`config.mk`:
```
export PLATFORM = sky130hd
export DESIGN_NAME = tss_step_mem
export DESIGN_NICKNAME = d
export VERILOG_FILES = /design/src/hdl/timed_switch_step_sequencer_unit_macros.svh /design/src/hdl/tss_pkg.sv /design/src/hdl/tss_step_mem.sv
export SDC_FILE = /design/constraint.sdc
export NUM_CORES = 2
export LEC_CHECK = 0
export ABC_AREA = 1
export CAP_MARGIN = 15
export CORE_UTILIZATION = 45
export DETAILED_ROUTE_END_ITERATION = 10
export DONT_BUFFER_PORTS = 1
export SYNTH_ARGS = -nofsm -noshare
export SYNTH_HDL_FRONTEND = slang
export SYNTH_SLANG_ARGS = --single-unit
```
`constraint.sdc`:
```
create_clock -name clk_i -period 20 [get_ports clk_i]
set_clock_uncertainty 0.1 [all_clocks]
set_input_delay 4 -clock clk_i [delete_from_list [all_inputs] [get_ports clk_i]]
set_output_delay 4 -clock clk_i [all_outputs]
set_load 0.02 [all_outputs]
```
`src/hdl/timed_switch_step_sequencer_unit_macros.svh`:
```
// assertion macros shared by the sequencer rtl
`ifndef TIMED_SWITCH_STEP_SEQUENCER_UNIT_MACROS_SVH
`define TIMED_SWITCH_STEP_SEQUENCER_UNIT_MACROS_SVH

// property checked on every clock edge outside reset
`define TSS_ASSERT(lbl, clk, rstn, prop, msg) \
  lbl: assert property (@(posedge clk) disable iff (!rstn) prop) else $error(msg);

// condition that must never hold outside reset
`define TSS_ASSERT_NEVER(lbl, clk, rstn, cond, msg) \
  `TSS_ASSERT(lbl, clk, rstn, !(cond), msg)

`endif

```
`src/hdl/tss_pkg.sv`:
```
package tss_pkg;

  localparam int unsigned MaxSteps     = 64;
  localparam int unsigned StepAddrW    = $clog2(MaxSteps);
  localparam int unsigned TicksW       = 29;
  localparam logic [6:0]  HundredthsMax = 7'd99;
  localparam logic [31:0] OnDelay      = 32'd5;
  localparam logic [31:0] EndDelay     = 32'd10;
  localparam logic [31:0] Recip10      = 32'hCCCC_CCCD;

  typedef enum logic [1:0] {
    ACT_TICK      = 2'd0,
    ACT_WRITE     = 2'd1,
    ACT_SET_SEC   = 2'd2,
    ACT_ARM       = 2'd3
  } action_e;

  typedef enum logic [1:0] {
    MODE_IDLE = 2'd0,
    MODE_WAIT = 2'd1,
    MODE_RUN  = 2'd2,
    MODE_DONE = 2'd3
  } mode_e;

  typedef enum logic [1:0] {
    PH_OFF = 2'd0,
    PH_ON  = 2'd1,
    PH_END = 2'd2
  } phase_e;

  typedef enum logic {
    REG_START_TIME = 1'b0,
    REG_STEP_COUNT = 1'b1
  } reg_e;

  typedef struct packed {
    logic [1:0]  action;
    logic [5:0]  step_index;
    logic [31:0] step_offset_ms;
    logic [7:0]  off_pattern_a;
    logic [7:0]  off_pattern_c;
    logic [7:0]  on_pattern_a;
    logic [7:0]  on_pattern_c;
    logic [31:0] seconds_value;
  } in_t;

  typedef struct packed {
    logic [7:0] port_a;
    logic [7:0] port_c;
    logic       strobe_off;
    logic       strobe_on;
    logic [1:0] run_state;
    logic [6:0] current_step;
  } out_t;

  // table entry keeps the offset already scaled to 10 ms ticks
  typedef struct packed {
    logic [TicksW-1:0] ticks;
    logic [7:0]        off_a;
    logic [7:0]        off_c;
    logic [7:0]        on_a;
    logic [7:0]        on_c;
  } entry_t;

  // exact floor(x / 10) for any 32-bit x
  function automatic logic [TicksW-1:0] div10(input logic [31:0] x);
    logic [63:0] p;
    p = 64'(x) * 64'(Recip10);
    return p[63:35];
  endfunction

endpackage

```
`src/hdl/tss_step_mem.sv`:
```
module tss_step_mem (
  input  logic                               clk_i,
  input  logic                               we_i,
  input  logic [tss_pkg::StepAddrW-1:0]      waddr_i,
  input  tss_pkg::entry_t                    wdata_i,
  input  logic [tss_pkg::StepAddrW-1:0]      raddr_i,
  output tss_pkg::entry_t                    rdata_o
);
  import tss_pkg::*;

  entry_t mem [MaxSteps];
  entry_t rd_q;

  always_ff @(posedge clk_i) begin
    if (we_i) begin
      mem[waddr_i] <= wdata_i;
    end
  end

  // write-first: a write to the address being read shows up at once
  always_ff @(posedge clk_i) begin
    if (we_i && (waddr_i == raddr_i)) begin
      rd_q <= wdata_i;
    end else begin
      rd_q <= mem[raddr_i];
    end
  end

  assign rdata_o = rd_q;

endmodule

```
# [Word level (Yosys, flattened, before mapping)]
# Memory sizes are Yosys's and may differ from the RTL's. A register that Yosys moved wholly into a read port is not among the register bits.
# Cells that the tools add are included.
[word_totals] ram_bits=3904 output_inout_bits=61 inputBits=75 n_memories=1 reg_bits=0 elab_cells=3
[classes] muxes=2
[memory_table] name="mem" depth=64 width=61 read_ports=1 rd_ports_with_merged_regs=1 write_ports=1 line_no="tss_step_mem.sv:11" rtl="entry_t mem [MaxSteps];"
[op_table] cell="$mux W1" n=2

# [Logic depth before layout (Yosys ltp)]
[depth] ltp_word=2 ltp_mapped=13 depth_no_buf=9

# [Worst setup path before layout]
# Ideal clock, no wire load.
[synth_timing] kind="input-to-reg" start="in we_i" end="mem mem[48][0] (netlist bit) (enable)" arrival_time_ns=10.354 slack_ns=8.914 path_buffers=1 stages=3 cell_sequence="clkbuf_1 > nand4_1 > nor4_1"
[synth_via] elab_chain_cells=2
[synth_lines] item="start, declared" line_no="tss_step_mem.sv:3" rtl="input logic we_i,"
[synth_lines] item="$mux W1" line_no="tss_step_mem.sv:15" rtl="if (we_i) begin"
[synth_lines] item="$mux W1 (implied by the code)" line_no="tss_step_mem.sv:16" rtl="mem[waddr_i] <= wdata_i;"
[synth_lines] item="end, declared" line_no="tss_step_mem.sv:11"
# Every way passes these cells.

==> run_results.csv <==
group,metric,value,unit
run_status,status,"complete, no violations",
sta,fin_crit_sh,0.6041,
critical_path,cp_data_required_time,15900,ps
yosys,synth_area,156200,sq um
yosys,yosys.cell_types.count,16,
final_layout,fin_util,0.4983,
critical_path,crit_type,"reg2out",
detailed_routing,first_iter_violations,14630,
final_layout,reg_top3,"mem (3904)",
detailed_routing,wire_per_inst,29.50,um
power,leakage,59.78,nW
power,total_power,17.10,mW
floorplan,core,345900,sq um
floorplan,die_area,349600,sq um
place,place_ws,9085,ps
global_route,grt_pass1_vias,99065,
cts,cts_tree,"done",
cts,ctsHoldBuffers,0,
floorplan,die_width,591.2,um
cts,cts.sinks,3910,
yosys,synth_edf_count,3904,
global_route,antenna_found_initial,9,
cts,root_buffer,"clkbuf_16",
detailed_routing,drt_pass1_iterations,7,
sta,worst_slack,7918,ps
yosys,synth_top_area_share,0.7503,
power,p_per_area,99.21,nW/um^2
cts,htreeDepth,5,
detailed_routing,routed_wl,514500,um
critical_path,path_delay_family,"buffers and inverters",
critical_path,worst-path-max-fanout,94,
yosys,synth_top_area_cell,"edfxtp_1",
detailed_routing,vias,104840,
detailed_routing,avgViaCountPerCell,6.011,
global_route,grt_max_degree,246,
yosys,seq_area_frac_synth,0.7511,
final_layout,largest_reg_flops,3904,
yosys,syn-num-nets,12841,
floorplan,rows,216,
final_layout,mostFrequentLayoutCell,"nand2_1",
critical_path,cp.arrival,7980,ps
place,portBuffers,0,
yosys,synth-main-ff-cell,"edfxtp_1",
power,vdd_drop_max,0.06821,mV
place,dp_hpwl,247900,um
yosys,synth-async-reset-ratio,0,
cts,cts.repair.resized,0,
floorplan,die_h,591.2,um
sta,hold_viol_final,0,
floorplan,ios,136,
critical_path,path_buf_inv,6,
place,place_inst,16719,
critical_path,cpMostUsedCell,"buf_4",
floorplan,initial_utilization,0.4517,
final_layout,syn2layout_area_growth,10.33,%
critical_path,start_kind,"flip-flop",
cts,clkTransAtPathRegs,60,ps
detailed_routing,wl_met2,238000,um
detailed_routing,wl_met1,194900,um
global_route,grt.total_usage,0.2890,
detailed_routing,wl_met3,52890,um
flow_run,max_cap_violations,0,
detailed_routing,highest_layer,"met4",
final_layout,final_cells,17442,
yosys,synthTopCellsByArea,"edfxtp_1, nand3_1, nand2_1",
final_layout,layout-drive-gt1-share,0.06415,
hold_path,hold_class,"in2reg",
yosys,synth-seq-cells,3910,
yosys,synthCells,12766,
global_route,grt_first_pass_wirelength,721900,um
sta,slew_viol_final,0,
final_layout,largest-register,"mem",
cts,cts_setup_buffers,0,
sta,period_needed,12080,ps
sta,tns,0,ps
global_route,overflow,0,
cts,cts_buffers,391,
sta,worst_pin_slew,1431,ps
yosys,syn_area_per_cell,12.24,sq um
final_layout,num-nets-final,12609,
critical_path,cp_cell_sequence,"buf_4 -> buf_4 -> buf_4 -> buf_4 -> buf_4 -> buf_4 -> nand2_1 -> nand3_1 -> nand3_1 -> nand3_1 -> nand3_1 -> nand2_1 -> nand2_1 -> nand2_1",
detailed_routing,route.detailed.drc,0,
cts,cts_buffer_depth,4,
sta,timing.slew.headroom,0.04608,
critical_path,slowest_delay,910,ps
sta,fmax,82.77,MHz
final_layout,final_cell_mix,"nand2_1, edfxtp_1, nand3_1, clkbuf_16, buf_4",
yosys,yosys_warnings,0,
critical_path,slowest_stage,"buf_4",
sta,setup_viol,0,
critical_path,end_kind,"output pin",
place,gp_congestion,0.8189,
detailed_routing,ant_nets,0,
sta,rsz0062_at_grt,"no",
-- per-stage QoR --
step | hold slack, ps | cell area, sq um
after floorplan | 3928 | 156200
after global placement | 3928 | 160100
after detailed placement | 3928 | 160200
after CTS | 2894 | 172400
after global routing | 2906 | 172400
final | 2943 | 172400
-- where the power goes --
group,internal (mW),switching [mW]
clock,4.00,3.11
sequential,9.07,0.0229
combinational,0.213,0.681
total,13.3,3.82
-- area by class of cell --
| class | instances | area (sq um) |
|---|---|---|
| fillers | 29497 | 173500 |
| flip-flops and latches | 3910 | 117400 |
| multi-input cells | 7989 | 35040 |
| clock buffers | 507 | 10500 |
| well taps | 4578 | 5728 |
| repair buffers | 230 | 1934 |
| clock inverters | 212 | 1710 |
| inverters | 12 | 93.84 |
| diodes | 4 | 10.01 |
-- metal layers --
layer,track usage,up-vias
met2,0.4658,6269
met4,0.1401,0
met1,0.3817,52372
met5,0,-
li1,-,45089
met3,0.04927,1110
-- cells by family (layout without fill, tap and decap cells) --
family / count (synthesis) / after routing / share of synthesized area
flops: 3910 / 3910 / 0.7511
other cells: 0 / 4 / 0
simple gates: 7989 / 7989 / 0.2212
buf+inv: 867 / 961 / 0.02766
-- synthesized netlist by cell type, types with 6 or more instances --
library cell,number
nand4_1,9
nand3_1,3627
nor4_1,8
buf_4,93
buf_2,518
dfxtp_1,6
nand2_1,4289
clkbuf_1,138
buf_6,9
edfxtp_1,3904
nor2_1,56
buf_1,97
inv_1,7
-- final timing paths --
kind	start	slack [ps]	endpoint	cells after the start
max	flip-flop	7920	rdata_o[28]	14
min	raddr_i[5]	2940	flip-flop	0
Note: power is estimated with default switching activity, not from simulation.
